==> config.mk <==
export PLATFORM = sky130hd
export DESIGN_NAME = gb3_window
export DESIGN_NICKNAME = d
export VERILOG_FILES = /design/src/rtl/core/gb3_pkg.sv /design/src/rtl/core/gb3_window.sv
export SDC_FILE = /design/constraint.sdc
export NUM_CORES = 1
export LEC_CHECK = 0
export BUFFER_PORTS_ARGS = -buffer_cell sky130_fd_sc_hd__buf_4
export CORE_MARGIN = 4
export CORE_UTILIZATION = 43
export DETAILED_ROUTE_END_ITERATION = 12
export PLACE_DENSITY = 0.7
export SLEW_MARGIN = 15
export SYNTH_ARGS = -nofsm -noshare
export SYNTH_HDL_FRONTEND = slang
export SYNTH_SLANG_ARGS = --single-unit
==> constraint.sdc <==
create_clock -name clk_i -period 1.68 [get_ports clk_i]
set_input_delay 0.336 -clock clk_i [delete_from_list [all_inputs] [get_ports clk_i]]
set_output_delay 0.336 -clock clk_i [all_outputs]
set_load 0.01 [all_outputs]
==> src/rtl/core/gb3_pkg.sv <==
// ----------------------------------------------------------------------------
// gb3_pkg
// Types, constants and kernel arithmetic shared by the 3x3 binomial blur.
// ----------------------------------------------------------------------------
package gb3_pkg;

  localparam int PixW = 16;
  localparam int CfgW = 11;
  localparam int PosW = 10;

  typedef logic [PixW-1:0] pix_t;
  typedef logic [8:0][PixW-1:0] win_t;
  typedef logic [PosW-1:0] pos_t;
  typedef logic [CfgW-1:0] cfg_t;

  typedef enum logic [0:0] {
    REG_IMAGE_WIDTH  = 1'b0,
    REG_IMAGE_HEIGHT = 1'b1
  } cfg_reg_e;

  localparam cfg_t WidthReset  = 11'd1000;
  localparam cfg_t HeightReset = 11'd1000;

  typedef struct packed {
    logic emit_main;
    logic emit_edge;
    logic last;
    pos_t col;
    pos_t row;
  } item_ctl_t;

  function automatic pix_t blur9(win_t v);
    logic [PixW+3:0] sum;
    sum = (PixW+4)'(v[0])
        + ((PixW+4)'(v[1]) << 1)
        + (PixW+4)'(v[2])
        + ((PixW+4)'(v[3]) << 1)
        + ((PixW+4)'(v[4]) << 2)
        + ((PixW+4)'(v[5]) << 1)
        + (PixW+4)'(v[6])
        + ((PixW+4)'(v[7]) << 1)
        + (PixW+4)'(v[8]);
    return sum[PixW+3:4];
  endfunction

  function automatic win_t edge_win(win_t v);
    win_t e;
    for (int i = 0; i < 3; i++) begin
      e[i*3]   = v[i*3+1];
      e[i*3+1] = v[i*3+2];
      e[i*3+2] = '0;
    end
    return e;
  endfunction

endpackage

==> src/rtl/core/gb3_window.sv <==
// ----------------------------------------------------------------------------
// gb3_window
// The 3x3 pixel window, shifted by one column per pixel and cleared on the
// left image edge.
// ----------------------------------------------------------------------------
module gb3_window (
  input  logic          clk_i,
  input  logic          rst_ni,
  input  logic          adv_i,
  input  logic          col_zero_i,
  input  gb3_pkg::pix_t top_i,
  input  gb3_pkg::pix_t mid_i,
  input  gb3_pkg::pix_t px_i,
  output gb3_pkg::win_t window_o
);

  gb3_pkg::win_t window_q, window_d;

  always_comb begin
    window_d = window_q;
    if (adv_i) begin
      for (int i = 0; i < 3; i++) begin
        if (col_zero_i) begin
          window_d[i*3]   = '0;
          window_d[i*3+1] = '0;
        end else begin
          window_d[i*3]   = window_q[i*3+1];
          window_d[i*3+1] = window_q[i*3+2];
        end
      end
      window_d[2] = top_i;
      window_d[5] = mid_i;
      window_d[8] = px_i;
    end
  end

  always_ff @(posedge clk_i or negedge rst_ni) begin
    if (!rst_ni) begin
      window_q <= '0;
    end else begin
      window_q <= window_d;
    end
  end

  assign window_o = window_q;

endmodule

Yosys cells after proc, flatten, opt, wreduce, memory -nomap -nowiden
Cells that the tools add are included.
{"block": "totals", "ff_bits": 144, "input_bits": 52, "output_inout_bits": 144, "wordCells": 12}
{"block": "op_classes", "muxes": 3}
{"operator": "$mux W32", "n": 3}

Longest topological paths before layout
{"block": "depth", "word_depth": 1, "depth_mapped": 5, "depth_no_buf": 2}

Worst setup path after synthesis
Ideal clock, no wire load.
{"block": "synth_path", "path_kind": "input -> register", "start": "in adv_i", "end": "reg window_q (netlist bit window_o[39])", "setup_time_ns": 0.125, "n_path_buf": 3, "required_ns": 1.555, "t_arrival_ns": 0.984, "slack_ns": 0.571, "path_stages": 4, "cell_sequence": "buf_6 > buf_6 > buf_6 > mux2_4"}
{"element": "start: declaration", "line": "gb3_window.sv:9", "text": "input logic adv_i,"}
{"element": "end signal: assignment", "line": "gb3_window.sv:41", "text": "window_q <= window_d;"}
{"element": "end: declaration", "line": "gb3_window.sv:17", "text": "gb3_pkg::win_t window_q, window_d;"}
No word-level cell between the ends.

Worst setup path in the final report
{"block": "layout_path", "start": "reg window_q (netlist bit window_o[16])", "end": "out window_o[16] (netlist name)"}
{"element": "end: declaration", "line": "gb3_window.sv:14", "text": "output gb3_pkg::win_t window_o"}
No word-level cell between the ends.

==> results.py <==
metrics = {
    "outcome": {
        "status": "finished, final reports clean",
    },
    "sta": {
        "slew_headroom": 0.751,
        "finalHoldViolCount": 0,
        "slew_violations": 0,
        "timing.fmax_mhz": 750,
        "fin_hold_ws_ns": 0.150,
        "fin_ws_ns": 0.346,
        "setup_tns_ns": 0,
        "finalCritPeriodShare": 0.794,
        "setup_violations": 0,
        "worst_clock_skew_ns": 0.00544,
        "worst_pin_slew_ns": 0.374,
        "rsz0062_at_grt": "false",
        "period_needed_ns": 1.33,
    },
    "cts": {
        "insertion_delay_ns": 0.41,
        "ctsHoldBuffers": 1,
        "clock_sinks": 144,
        "cts_buffer_depth": 2,
        "cts_root_buffer": "clkbuf_16",
        "post_cts_buffers": 0,
        "cts_resized": 0,
        "cts_tree": "yes",
        "path_clk_slew_ns": 0.06,
        "cts-htree-levels": 4,
        "cts_made_buffers": 17,
    },
    "placed_design": {
        "placed_cells": 872,
        "portBuffers": 195,
        "dp_hpwl_um": 9900,
        "pre_cts_slack_ns": 0.318,
        "globalplace.congestion": 0.762,
    },
    "worst_setup_path": {
        "critPathMaxFanout": 3,
        "startpoint_type": "flop",
        "end_kind": "primary output",
        "critPathBufInv": 1,
        "critical_path_required_ns": 1.34,
        "arrival_ns": 1.00,
        "crit_family": "flip-flops",
        "reg2reg_to": "window_o[40]",
        "reg2reg_depth": 1,
        "r2r-start": "window_o[40]",
        "critical_path.startpoint": "window_o[16]",
        "endpoint": "window_o[16]",
        "path_class": "flop to primary output",
        "worstPathCellList": "buf_4",
        "worst-path-stages": 1,
        "slowest_stage": "dfrtp_1",
        "r2r_slack_ns": 0.86,
        "max_stage_delay_ns": 0.42,
    },
    "pwr": {
        "clkPwrFrac": 0.426,
        "power_frac_seq": 0.430,
        "switchingPower_mw": 2.29,
        "p_sw_frac": 0.243,
        "powerDensity_nw_per_um2": 1130,
        "internal-power_mw": 7.12,
        "leakage_nw": 3.94,
        "p_comb_frac": 0.144,
        "worst_ir_drop_vdd_uv": 745,
    },
    "synthesis": {
        "ys_top_cells_by_area": "dfrtp_1 61%, nand3b_1 12%, o21ai_0 7.7%, mux2_2 7.6%, inv_1 6.1%",
        "syn_avg_cell_area_um2": 11.5,
        "synth_mux_area_frac": 0.0958,
        "synth.ff_latch_count": 144,
        "synth-xor-area-share": 0,
        "syn_nets": 569,
        "synth_seq_area_share": 0.605,
        "yosys.area_share.simple": 0.121,
        "synth_area_um2": 5950,
        "synth_top_family_by_area": "simple AND/OR/NAND/NOR gates",
        "yosysTopAreaCell": "dfrtp_1",
        "syn_inst": 517,
        "synth-adder-area-share": 0,
        "synth_top_area_share": 0.605,
        "yosysWarnings": 0,
        "synth_compound_area_frac": 0.0807,
        "synthDistinctLibCells": 12,
    },
    "floorplan": {
        "rows": 42,
        "ios": 196,
        "core_area_um2": 13400,
        "die_h_um": 126,
        "start_util": 0.444,
        "die_area_um2": 15800,
        "die_width_um": 126,
    },
    "final_layout": {
        "layout.cells.non_filler": 905,
        "n_fill_cell": 1123,
        "n_antenna_cell": 0,
        "nNetsFinal": 768,
        "drive_gt1_frac": 0.402,
        "largest_reg_flops": 144,
        "final_util": 0.620,
        "area_delta_synth_final_pct": 39.4,
    },
    "grt": {
        "grt_antenna_before_repair": 0,
        "overflow": 0,
        "grt_pass1_wl_um": 22900,
        "grt_start_max_net_pins": 97,
        "grt_pass1_vias": 4422,
        "grt.total_usage": 0.180,
    },
    "routing": {
        "drt_iter0_markers": 246,
        "vias_per_cell": 4.85,
        "first_pass_iters": 5,
        "drc_errors": 0,
        "routedWlPerCell_um": 15.6,
        "via_count": 4386,
        "routed_wl_um": 14100,
        "ant_nets": 0,
    },
    "min_path": {
        "hold_class": "input port to flop",
    },
    "job": {
        "maxCapViolCount": 0,
    },
}
-- worst min path at each step --
stage | end | slack [ns] | depth (start not counted) | start
global placement | window_o[39] | 0.26 | 1 | rst_ni
detailed placement | window_o[11] | 0.27 | 1 | rst_ni
floorplan | window_o[0] | 0.04 | 0 | rst_ni
finish | window_o[46] | 0.15 | 2 | top_i[14]
global route | window_o[43] | 0.14 | 2 | top_i[11]
CTS | window_o[46] | 0.13 | 2 | top_i[14]
-- cells in the final DEF, fill, tap and decap left out --
master / n
buf_4: 208
dfrtp_1: 144
inv_1: 96
nand3b_1: 96
o21ai_0: 92
mux2_2: 40
clkbuf_16: 17
mux2_4: 8
buf_12: 6
o21ai_1: 4
bufinv_16: 4
clkinvlp_4: 4
clkbuf_8: 3
clkbuf_1: 3
buf_6: 2
clkinv_2: 1
dlygate4sd3_1: 1
-- kinds of logic (layout without fill, tap and decap cells) --
logic type / after synthesis / count (layout)
flip-flops: 144 / 144
buffers and inverters: 133 / 345
AO/OA/AOI/OAI: 96 / 96
AND/OR/NAND/NOR: 96 / 96
multiplexers: 48 / 48
-- area by class of cell --
class	count	area, um^2	area share
Clock buffer	23	478	0.0576
Tap cell	176	220	0.0265
Sequential cell	144	3600	0.434
Clock inverter	9	155	0.0187
Inverter	96	360	0.0434
Multi-Input combinational cell	240	1770	0.213
Timing Repair Buffer	217	1710	0.206
-- power groups by stage --
stage,Combinational (mW),Clock (mW),Sequential (mW)
6_report,1.36,4.01,4.04
5_1_grt,1.49,4.21,4.09
4_1_cts,1.39,4.07,4.05
3_5_place_dp,1.38,0,4.10
3_3_place_gp,1.35,0,4.09
2_1_floorplan,0.441,0,4.19
-- synthesized netlist by cell type --
cell / number
dlygate4sd1_1: 4
mux2_2: 40
buf_4: 5
dfrtp_1: 144
buf_6: 3
buf_2: 15
nand3b_1: 96
mux2_4: 8
clkbuf_1: 10
o21ai_1: 4
inv_1: 96
o21ai_0: 92
-- metal layers --
metal,track usage,part of all wire
met4,0.0612,0.013
met5,0,0
met1,0.229,0.42
met3,0.0584,0.070
met2,0.292,0.50
-- through the flow --
stage / total power [mW] / cell area (um^2)
3_5_place_dp: 5.48 / 7660
2_1_floorplan: 4.63 / 5950
3_3_place_gp: 5.43 / 7660
6_report: 9.41 / 8300
5_1_grt: 9.79 / 8300
4_1_cts: 9.50 / 8300
No activity file was read; power rests on OpenSTA's default activity.
