$ cat config.mk
export PLATFORM = sky130hd
export DESIGN_NAME = gb3_emit
export DESIGN_NICKNAME = d
export VERILOG_FILES = /design/src/rtl/core/gb3_pkg.sv /design/src/rtl/core/gb3_emit.sv
export SDC_FILE = /design/constraint.sdc
export NUM_CORES = 1
export LEC_CHECK = 0
export BUFFER_PORTS_ARGS = -buffer_cell sky130_fd_sc_hd__buf_2
export CAP_MARGIN = 15
export CORE_ASPECT_RATIO = 0.9
export CORE_UTILIZATION = 56
export DETAILED_ROUTE_END_ITERATION = 12
export PLACE_DENSITY_LB_ADDON = 0.1
export SLEW_MARGIN = 20
export SYNTH_ARGS = -nofsm -noshare
export SYNTH_HDL_FRONTEND = slang
export SYNTH_SLANG_ARGS = --single-unit
export TNS_END_PERCENT = 20
$ cat constraint.sdc
create_clock -name clk_i -period 3.4 [get_ports clk_i]
set_input_delay 0.34 -clock clk_i [delete_from_list [all_inputs] [get_ports clk_i]]
set_output_delay 0.34 -clock clk_i [all_outputs]
set_load 0.05 [all_outputs]
$ cat src/rtl/core/gb3_pkg.sv
// ----------------------------------------------------------------------------
// gb3_pkg
// Types, constants and kernel arithmetic shared by the 3x3 binomial blur.
// ----------------------------------------------------------------------------
package gb3_pkg;

  localparam int PixW = 16;
  localparam int CfgW = 11;
  localparam int PosW = 10;

  typedef logic [PixW-1:0] pix_t;
  typedef logic [8:0][PixW-1:0] win_t;
  typedef logic [PosW-1:0] pos_t;
  typedef logic [CfgW-1:0] cfg_t;

  typedef enum logic [0:0] {
    REG_IMAGE_WIDTH  = 1'b0,
    REG_IMAGE_HEIGHT = 1'b1
  } cfg_reg_e;

  localparam cfg_t WidthReset  = 11'd1000;
  localparam cfg_t HeightReset = 11'd1000;

  typedef struct packed {
    logic emit_main;
    logic emit_edge;
    logic last;
    pos_t col;
    pos_t row;
  } item_ctl_t;

  function automatic pix_t blur9(win_t v);
    logic [PixW+3:0] sum;
    sum = (PixW+4)'(v[0])
        + ((PixW+4)'(v[1]) << 1)
        + (PixW+4)'(v[2])
        + ((PixW+4)'(v[3]) << 1)
        + ((PixW+4)'(v[4]) << 2)
        + ((PixW+4)'(v[5]) << 1)
        + (PixW+4)'(v[6])
        + ((PixW+4)'(v[7]) << 1)
        + (PixW+4)'(v[8]);
    return sum[PixW+3:4];
  endfunction

  function automatic win_t edge_win(win_t v);
    win_t e;
    for (int i = 0; i < 3; i++) begin
      e[i*3]   = v[i*3+1];
      e[i*3+1] = v[i*3+2];
      e[i*3+2] = '0;
    end
    return e;
  endfunction

endpackage

$ cat src/rtl/core/gb3_emit.sv
// ----------------------------------------------------------------------------
// gb3_emit
// Computes the blurred pixels of one window and sends up to two words per
// pixel through the output register, with a hold register for the row-end
// word.
// ----------------------------------------------------------------------------
module gb3_emit (
  input  logic                clk_i,
  input  logic                rst_ni,
  input  logic                load_i,
  input  gb3_pkg::item_ctl_t  ctl_i,
  input  gb3_pkg::win_t       window_i,
  output logic                free_o,
  output logic                out_valid_o,
  input  logic                out_stall_i,
  output gb3_pkg::pix_t       pixel_out_o,
  output gb3_pkg::pos_t       out_column_o,
  output gb3_pkg::pos_t       out_row_o,
  output logic                last_o
);

  logic               pend_main_q, pend_main_d;
  logic               pend_edge_q, pend_edge_d;
  gb3_pkg::item_ctl_t ctl_q;
  logic               hold_valid_q, hold_valid_d;
  gb3_pkg::pix_t      hold_pix_q, hold_pix_d;
  gb3_pkg::pos_t      hold_col_q, hold_col_d;
  gb3_pkg::pos_t      hold_row_q, hold_row_d;
  logic               hold_last_q, hold_last_d;
  logic               out_valid_q, out_valid_d;
  gb3_pkg::pix_t      pix_q, pix_d;
  gb3_pkg::pos_t      col_q, col_d;
  gb3_pkg::pos_t      row_q, row_d;
  logic               last_q, last_d;
  gb3_pkg::pix_t      main_pix, edge_pix;
  logic               out_free;
  logic               push_hold, push_main, push_edge;
  logic               main_done, hold_free, move_edge;

  assign out_free  = !out_valid_q || !out_stall_i;
  assign push_hold = out_free && hold_valid_q;
  assign push_main = out_free && !hold_valid_q && pend_main_q;
  assign push_edge = out_free && !hold_valid_q && !pend_main_q && pend_edge_q;
  assign main_done = !pend_main_q || push_main;
  assign hold_free = !hold_valid_q || push_hold;
  assign move_edge = pend_edge_q && !push_edge && main_done && hold_free;
  assign free_o    = main_done && (!pend_edge_q || push_edge || move_edge);
  assign main_pix  = gb3_pkg::blur9(window_i);
  assign edge_pix  = gb3_pkg::blur9(gb3_pkg::edge_win(window_i));

  always_comb begin
    pend_main_d  = pend_main_q && !push_main;
    pend_edge_d  = pend_edge_q && !(push_edge || move_edge);
    hold_valid_d = hold_valid_q && !push_hold;
    hold_pix_d   = hold_pix_q;
    hold_col_d   = hold_col_q;
    hold_row_d   = hold_row_q;
    hold_last_d  = hold_last_q;
    out_valid_d  = out_valid_q && out_stall_i;
    pix_d        = pix_q;
    col_d        = col_q;
    row_d        = row_q;
    last_d       = last_q;
    if (move_edge) begin
      hold_valid_d = 1'b1;
      hold_pix_d   = edge_pix;
      hold_col_d   = ctl_q.col;
      hold_row_d   = ctl_q.row;
      hold_last_d  = ctl_q.last;
    end
    if (push_hold) begin
      out_valid_d = 1'b1;
      pix_d       = hold_pix_q;
      col_d       = hold_col_q;
      row_d       = hold_row_q;
      last_d      = hold_last_q;
    end else if (push_main) begin
      out_valid_d = 1'b1;
      pix_d       = main_pix;
      col_d       = ctl_q.col - gb3_pkg::pos_t'(1);
      row_d       = ctl_q.row;
      last_d      = 1'b0;
    end else if (push_edge) begin
      out_valid_d = 1'b1;
      pix_d       = edge_pix;
      col_d       = ctl_q.col;
      row_d       = ctl_q.row;
      last_d      = ctl_q.last;
    end
    if (load_i) begin
      pend_main_d = ctl_i.emit_main;
      pend_edge_d = ctl_i.emit_edge;
    end
  end

  always_ff @(posedge clk_i or negedge rst_ni) begin
    if (!rst_ni) begin
      pend_main_q  <= 1'b0;
      pend_edge_q  <= 1'b0;
      hold_valid_q <= 1'b0;
      out_valid_q  <= 1'b0;
    end else begin
      pend_main_q  <= pend_main_d;
      pend_edge_q  <= pend_edge_d;
      hold_valid_q <= hold_valid_d;
      out_valid_q  <= out_valid_d;
    end
  end

  always_ff @(posedge clk_i) begin
    if (load_i) begin
      ctl_q <= ctl_i;
    end
    hold_pix_q  <= hold_pix_d;
    hold_col_q  <= hold_col_d;
    hold_row_q  <= hold_row_d;
    hold_last_q <= hold_last_d;
    pix_q       <= pix_d;
    col_q       <= col_d;
    row_q       <= row_d;
    last_q      <= last_d;
  end

  assign out_valid_o  = out_valid_q;
  assign pixel_out_o  = pix_q;
  assign out_column_o = col_q;
  assign out_row_o    = row_q;
  assign last_o       = last_q;

endmodule
## After elaboration in Yosys (flattened, before gate mapping)

Cells that the tools add are included.

| storage, ports and cells | value |
|---|---|
| bits in registers | 99 |
| input bits | 171 |
| output and inout bits | 39 |
| word-level logic and storage cells | 76 |

| operators by class | value |
|---|---|
| add/sub/neg operators | 14 |
| mux-type cells | 18 |
| reduce and logical (&&, ||, !) cells | 29 |

Operators by type and width:

| kind | count |
|---|---|
| 20-bit by 16-bit adder with 20-bit output | 3 |
| 20-bit by 17-bit adder with 20-bit output | 3 |
| 10-bit two-way mux | 6 |
| 16-bit two-way mux | 3 |
| 16-bit by 17-bit adder with 18-bit output | 2 |
| 19-bit by 17-bit adder with 20-bit output | 1 |
| 19-bit by 18-bit adder with 20-bit output | 1 |
| 20-bit by 18-bit adder with 20-bit output | 1 |
| 18-bit by 16-bit adder with 19-bit output | 1 |
| 18-bit by 17-bit adder with 19-bit output | 1 |
| 1-bit logical AND | 13 |
| 10-bit by 1-bit subtractor with 10-bit output (second input constant) | 1 |
| 1-bit zero test | 9 |
| 1-bit two-way mux | 9 |
| 1-bit logical OR | 6 |
| 3-bit nonzero test | 1 |

## Longest topological paths before layout

| depth | value |
|---|---|
| depth in word-level cells | 13 |
| mapped depth | 18 |
| mapped depth without buffers | 17 |

## Worst setup path after synthesis

OpenSTA, ideal clock, no wires.

| path | value |
|---|---|
| path type | in2reg |
| from | in window_i[3] (netlist bit) |
| to | reg pix_q[15] (netlist: pixel_out_o[15]) (data pin) |
| library setup time | 265 ps |
| arrival time | 4392 ps |
| required time | 3135 ps |
| path slack | -1258 ps |
| stages on the path | 17 |
| buffers on the path | 0 |
| cell sequence | inv_1 -> fa_1 -> inv_1 -> fa_1 -> fa_1 -> inv_1 -> fa_1 -> nor3_1 -> fa_1 -> a21o_1 -> a31oi_1 -> nor2_1 -> a211o_1 -> a221o_1 -> a21oi_1 -> xor2_1 -> o21ai_1 |

| between the ends | value |
|---|---|
| word-level cells in the longest chain between the ends | 10 |

RTL lines:

| item | line | source |
|---|---|---|
| from (decl) | gb3_emit.sv:12 | `input gb3_pkg::win_t window_i,` |
| 16-bit by 17-bit adder with 18-bit output | gb3_pkg.sv:35 | `+ ((PixW+4)'(v[1]) << 1)` |
| 18-bit by 16-bit adder with 19-bit output | gb3_pkg.sv:36 | `+ (PixW+4)'(v[2])` |
| 19-bit by 17-bit adder with 20-bit output | gb3_pkg.sv:37 | `+ ((PixW+4)'(v[3]) << 1)` |
| 20-bit by 18-bit adder with 20-bit output | gb3_pkg.sv:38 | `+ ((PixW+4)'(v[4]) << 2)` |
| 20-bit by 17-bit adder with 20-bit output | gb3_pkg.sv:39 | `+ ((PixW+4)'(v[5]) << 1)` |
| 20-bit by 16-bit adder with 20-bit output | gb3_pkg.sv:40 | `+ (PixW+4)'(v[6])` |
| 20-bit by 17-bit adder with 20-bit output | gb3_pkg.sv:41 | `+ ((PixW+4)'(v[7]) << 1)` |
| 20-bit by 16-bit adder with 20-bit output | gb3_pkg.sv:42 | `+ (PixW+4)'(v[8]);` |
| 16-bit two-way mux | gb3_emit.sv:77 | `end else if (push_main) begin` |
| 16-bit two-way mux | gb3_emit.sv:71 | `if (push_hold) begin` |
| via pix_d[15] | gb3_emit.sv:31 | `gb3_pkg::pix_t pix_q, pix_d;` |
| to (signal assigned) | gb3_emit.sv:118 | `pix_q <= pix_d;` |
| to (decl) | gb3_emit.sv:31 |  |

The timed path passes the listed nets, and every way through them passes these cells.
A chain may end at the register's enable or synchronous reset.

## Worst setup path in the final report

| path | value |
|---|---|
| from | in window_i[35] (netlist bit) |
| to | reg pix_q[15] (netlist: pixel_out_o[15]) (data pin) |

| between the ends | value |
|---|---|
| word-level cells in the longest chain between the ends | 9 |
| elaborated cells on any way between the ends | 15 |
| those cells by class | add/sub (12); mux (3) |

RTL lines:

| item | line |
|---|---|
| 18-bit by 16-bit adder with 19-bit output | gb3_pkg.sv:36 |
| 19-bit by 17-bit adder with 20-bit output | gb3_pkg.sv:37 |
| 20-bit by 18-bit adder with 20-bit output | gb3_pkg.sv:38 |
| 20-bit by 17-bit adder with 20-bit output | gb3_pkg.sv:39 |
| 20-bit by 16-bit adder with 20-bit output | gb3_pkg.sv:40 |
| 20-bit by 17-bit adder with 20-bit output | gb3_pkg.sv:41 |
| 20-bit by 16-bit adder with 20-bit output | gb3_pkg.sv:42 |
| 16-bit two-way mux * | gb3_emit.sv:77 |
| 16-bit two-way mux * | gb3_emit.sv:71 |
| via pix_d[15] | gb3_emit.sv:31 |

Mark *: on every way through the listed nets, which the timed path passes. The rest lies on a longest branch. The select of a mux whose other input is x is not followed.

==> run metrics <==
largest stage delay on the critical path 0.54 ns; P_int 0.00727 W; Switching Fraction 43.5%; GPL Wtd Cong 0.820; I/O pins 210; r2r endpoint out_column_o[8]; final hold vios 0; Clock transition at path regs 0.07 ns; vias in the first global route 7547; Tcrit/Tclk final 128%; hold depth 1; global-route wire length before repair 34000 um; Initial Utilization 57.0%; Area Overhead vs Synth 32.8%; DRC 0; min Tclk post-route 4.36 ns; die area 17600 um2; status complete, but fails checks; Fin Hold WS 0.178 ns; Overflow after GRT 0; Slew headroom 43.9%; Avg WL per Cell 13.9 um; Final TNS setup -12.74 ns; GRT Util Overall 24.4%; leakage power 6.39 nW; CTS buffer count 9; sequential share of power 14.9%; flops & latches, synth 99; Synth Area in Compound Gates 8.85%; register-to-register setup slack 1.03 ns; crit path max-delay cell type fa_1; layout cells sized above 1 36.7%; DR vias/cell 4.86; RSZ-0062 raised after global routing true; sw power 0.00560 W; Worst setup SP type input port; Netlist Area Pre-Place 9590 um2; Max VDD drop 0.767 mV; reg2reg path depth 8; Setup CP Type input port to register; Multi-input gate area 5890 um2; crit-path cells buf_8, inv_4, fa_1, inv_2, fa_1, fa_1, inv_1, fa_1, nor3_2, fa_2, a21o_1, a31oi_4, nor2_2, a211o_1, a221o_1, a21oi_2, xor2_1, o21ai_1; pre-CTS WS -1.51 ns; Seq/Total Area, Yosys 30.8%; post-synthesis mux area share 0%; Worst-Skew Late Latency 0.34 ns; largest net degree at the start of global routing 38; Hold Path Class input port to register; Post-Route Skew 0.00847 ns; register area 2950 um2; Top delay family on crit path adder cells; Core Rows 45; Die H 126 um; H-tree Lvls 3; Combinational Power Share 77.7%; Max Slew Vio Count 0; post-synthesis cell type count 55; max frequency 229 MHz; R2R Path Start out_valid_o; post-route ant nets 0; Max clock buf depth 2; final setup violation count 24; final net count 1617; largest family of logic cells by synthesized area adder cells; wirelength, routed 20100 um; Core Region 16800 um2; CP bufs+invs 4; Mapped Avg Cell Area 11.2 um2; Chip Width 140 um; pwr dens 1010 nW/um2; Max-Cap Viols 0; worst-case hold path end point ctl_q[2]; Buffers on Ports 209; Worst EP required 3.48 ns; filler instances 1190; clock sinks 99; xor/xnor share of the synthesized area 3.29%; DRT Pass-1 Iters 4; Simple-Gate Fraction of Synth Area 6.06%; DRT iter0 DRCs 270; final setup margin -0.959 ns; dpl hpwl 16800 um; FFs w/ async S/R, synth 4.04%; Cells after Synth 857; Worst Hold Launch ctl_i[2]; Post-synth EDFFs 95; CP Max Fanout 2; crit end category register; clock power share 7.4%; ys flop type edfxtp_1; Root Buffer clkbuf_16; failing checks negative setup slack; Worst Max-Slew Pin Slew 0.842 ns; CTS tree built; Arr. time, crit path 4.44 ns; Vias 7051; YS warnings 0; Top cell by count, worst path fa_1; n_diodes 0; Synth Area in Adders 40.8%; initial antenna violation count 0; syn nets 1239
how the worst max path moves through the flow:
stage                             start  cells past startpoint               to  slack (ns)
final                      window_i[35]                     18  pixel_out_o[15]       -0.96
after CTS                  window_i[35]                     18  pixel_out_o[15]       -0.95
after floorplan           window_i[103]                     16  pixel_out_o[15]       -1.11
after global placement     window_i[35]                     18  pixel_out_o[15]       -1.45
after global routing       window_i[35]                     18  pixel_out_o[15]       -1.11
after detailed placement   window_i[35]                     18  pixel_out_o[15]       -1.51
timing repair:
item | in CTS | in global routing
setup endpoints to repair | 27 | 27
buffers inserted | 8 | 2
pin swaps | 32 | 11
resized for setup | 47 | 13
hold endpoints to repair | 4 | 0
hold buffers | 1 | 0
logic make-up after synthesis:
group / Yosys count
and+or+nand+nor: 127
AOI/OAI and AO/OA: 125
adders and majority gates: 211
DFF: 99
xor gates and xnor gates: 36
buffers and inverters: 259
per-layer routing:
| layer | global-route usage (%) | up-vias | part of all wire [%] |
|---|---|---|---|
| met5 | 0 | - | 0 |
| met4 | 4.27 | 0 | 1.2 |
| met3 | 2.97 | 21 | 4.0 |
| met2 | 44.3 | 189 | 52 |
| met1 | 31.8 | 3416 | 43 |
| li1 | - | 3425 | - |
registers in the layout, indices dropped and copies added (netlist names), 10 cells and up:
| register | flops |
|---|---|
| ctl_q | 21 |
| pixel_out_o | 16 |
| hold_col_q | 10 |
| out_column_o | 10 |
| hold_row_q | 10 |
| hold_pix_q | 16 |
| out_row_o | 10 |
cell usage in the layout (no fill, tap or decap), types with 7 or more instances in the layout:
| cell type | n |
|---|---|
| clkbuf_16 | 9 |
| edfxtp_1 | 95 |
| buf_2 | 204 |
| xor2_1 | 16 |
| buf_4 | 165 |
| nand2b_1 | 7 |
| buf_6 | 7 |
| xnor2_1 | 15 |
| ha_1 | 36 |
| fa_1 | 163 |
| o21ai_1 | 14 |
| a21oi_1 | 16 |
| o21ai_0 | 21 |
| nor2_1 | 19 |
| nand2_1 | 67 |
| inv_2 | 9 |
| a21o_1 | 16 |
| inv_1 | 236 |
cell usage after synthesis, drive strengths merged (5+ instances only):
library cell	instances	area share (%)
o21bai	5	0.39
nand2b	8	0.52
clkbuf	9	0.35
xor2	17	1.6
and2	5	0.33
ha	42	5.5
inv	246	9.6
edfxtp	95	30
nand2	68	2.7
and3	6	0.39
a21o	16	1.3
nor2	23	0.93
nor3	7	0.42
a21oi	23	1.2
a31oi	6	0.39
xnor2	19	1.7
fa	169	35
o21ai	37	1.9
final cells by class:
type                            count  area share [%]
Clock buffer                        9            1.77
Tap cell                          211            2.07
Multi-Input combinational cell    499            46.3
Timing Repair Buffer              380            18.9
Sequential cell                    99            23.2
Inverter                          246            7.27
Clock inverter                      7           0.462
power by group through the flow:
| stage | registers, W | logic (W) | clock network (W) |
|---|---|---|---|
| final | 0.00192 | 0.0100 | 0.000949 |
| after global placement | 0.00194 | 0.00852 | 0 |
| after CTS | 0.00192 | 0.00963 | 0.000965 |
| after detailed placement | 0.00194 | 0.00867 | 0 |
| after global routing | 0.00195 | 0.0110 | 0.00101 |
| after floorplan | 0.00243 | 0.00507 | 0 |
through the flow:
step / utilization [%] / instance area [um2] / instances / total power [W]
5_1_grt: 75.6 / 12700 / 1451 / 0.0140
6_report: 75.6 / 12700 / 1451 / 0.0129
4_1_cts: 75.0 / 12600 / 1448 / 0.0125
3_5_place_dp: 71.8 / 12100 / 1423 / 0.0106
3_3_place_gp: 71.8 / 12100 / 1423 / 0.0105
2_1_floorplan: - / 9630 / 857 / 0.00750
Note: power is estimated with default switching activity, not from simulation.
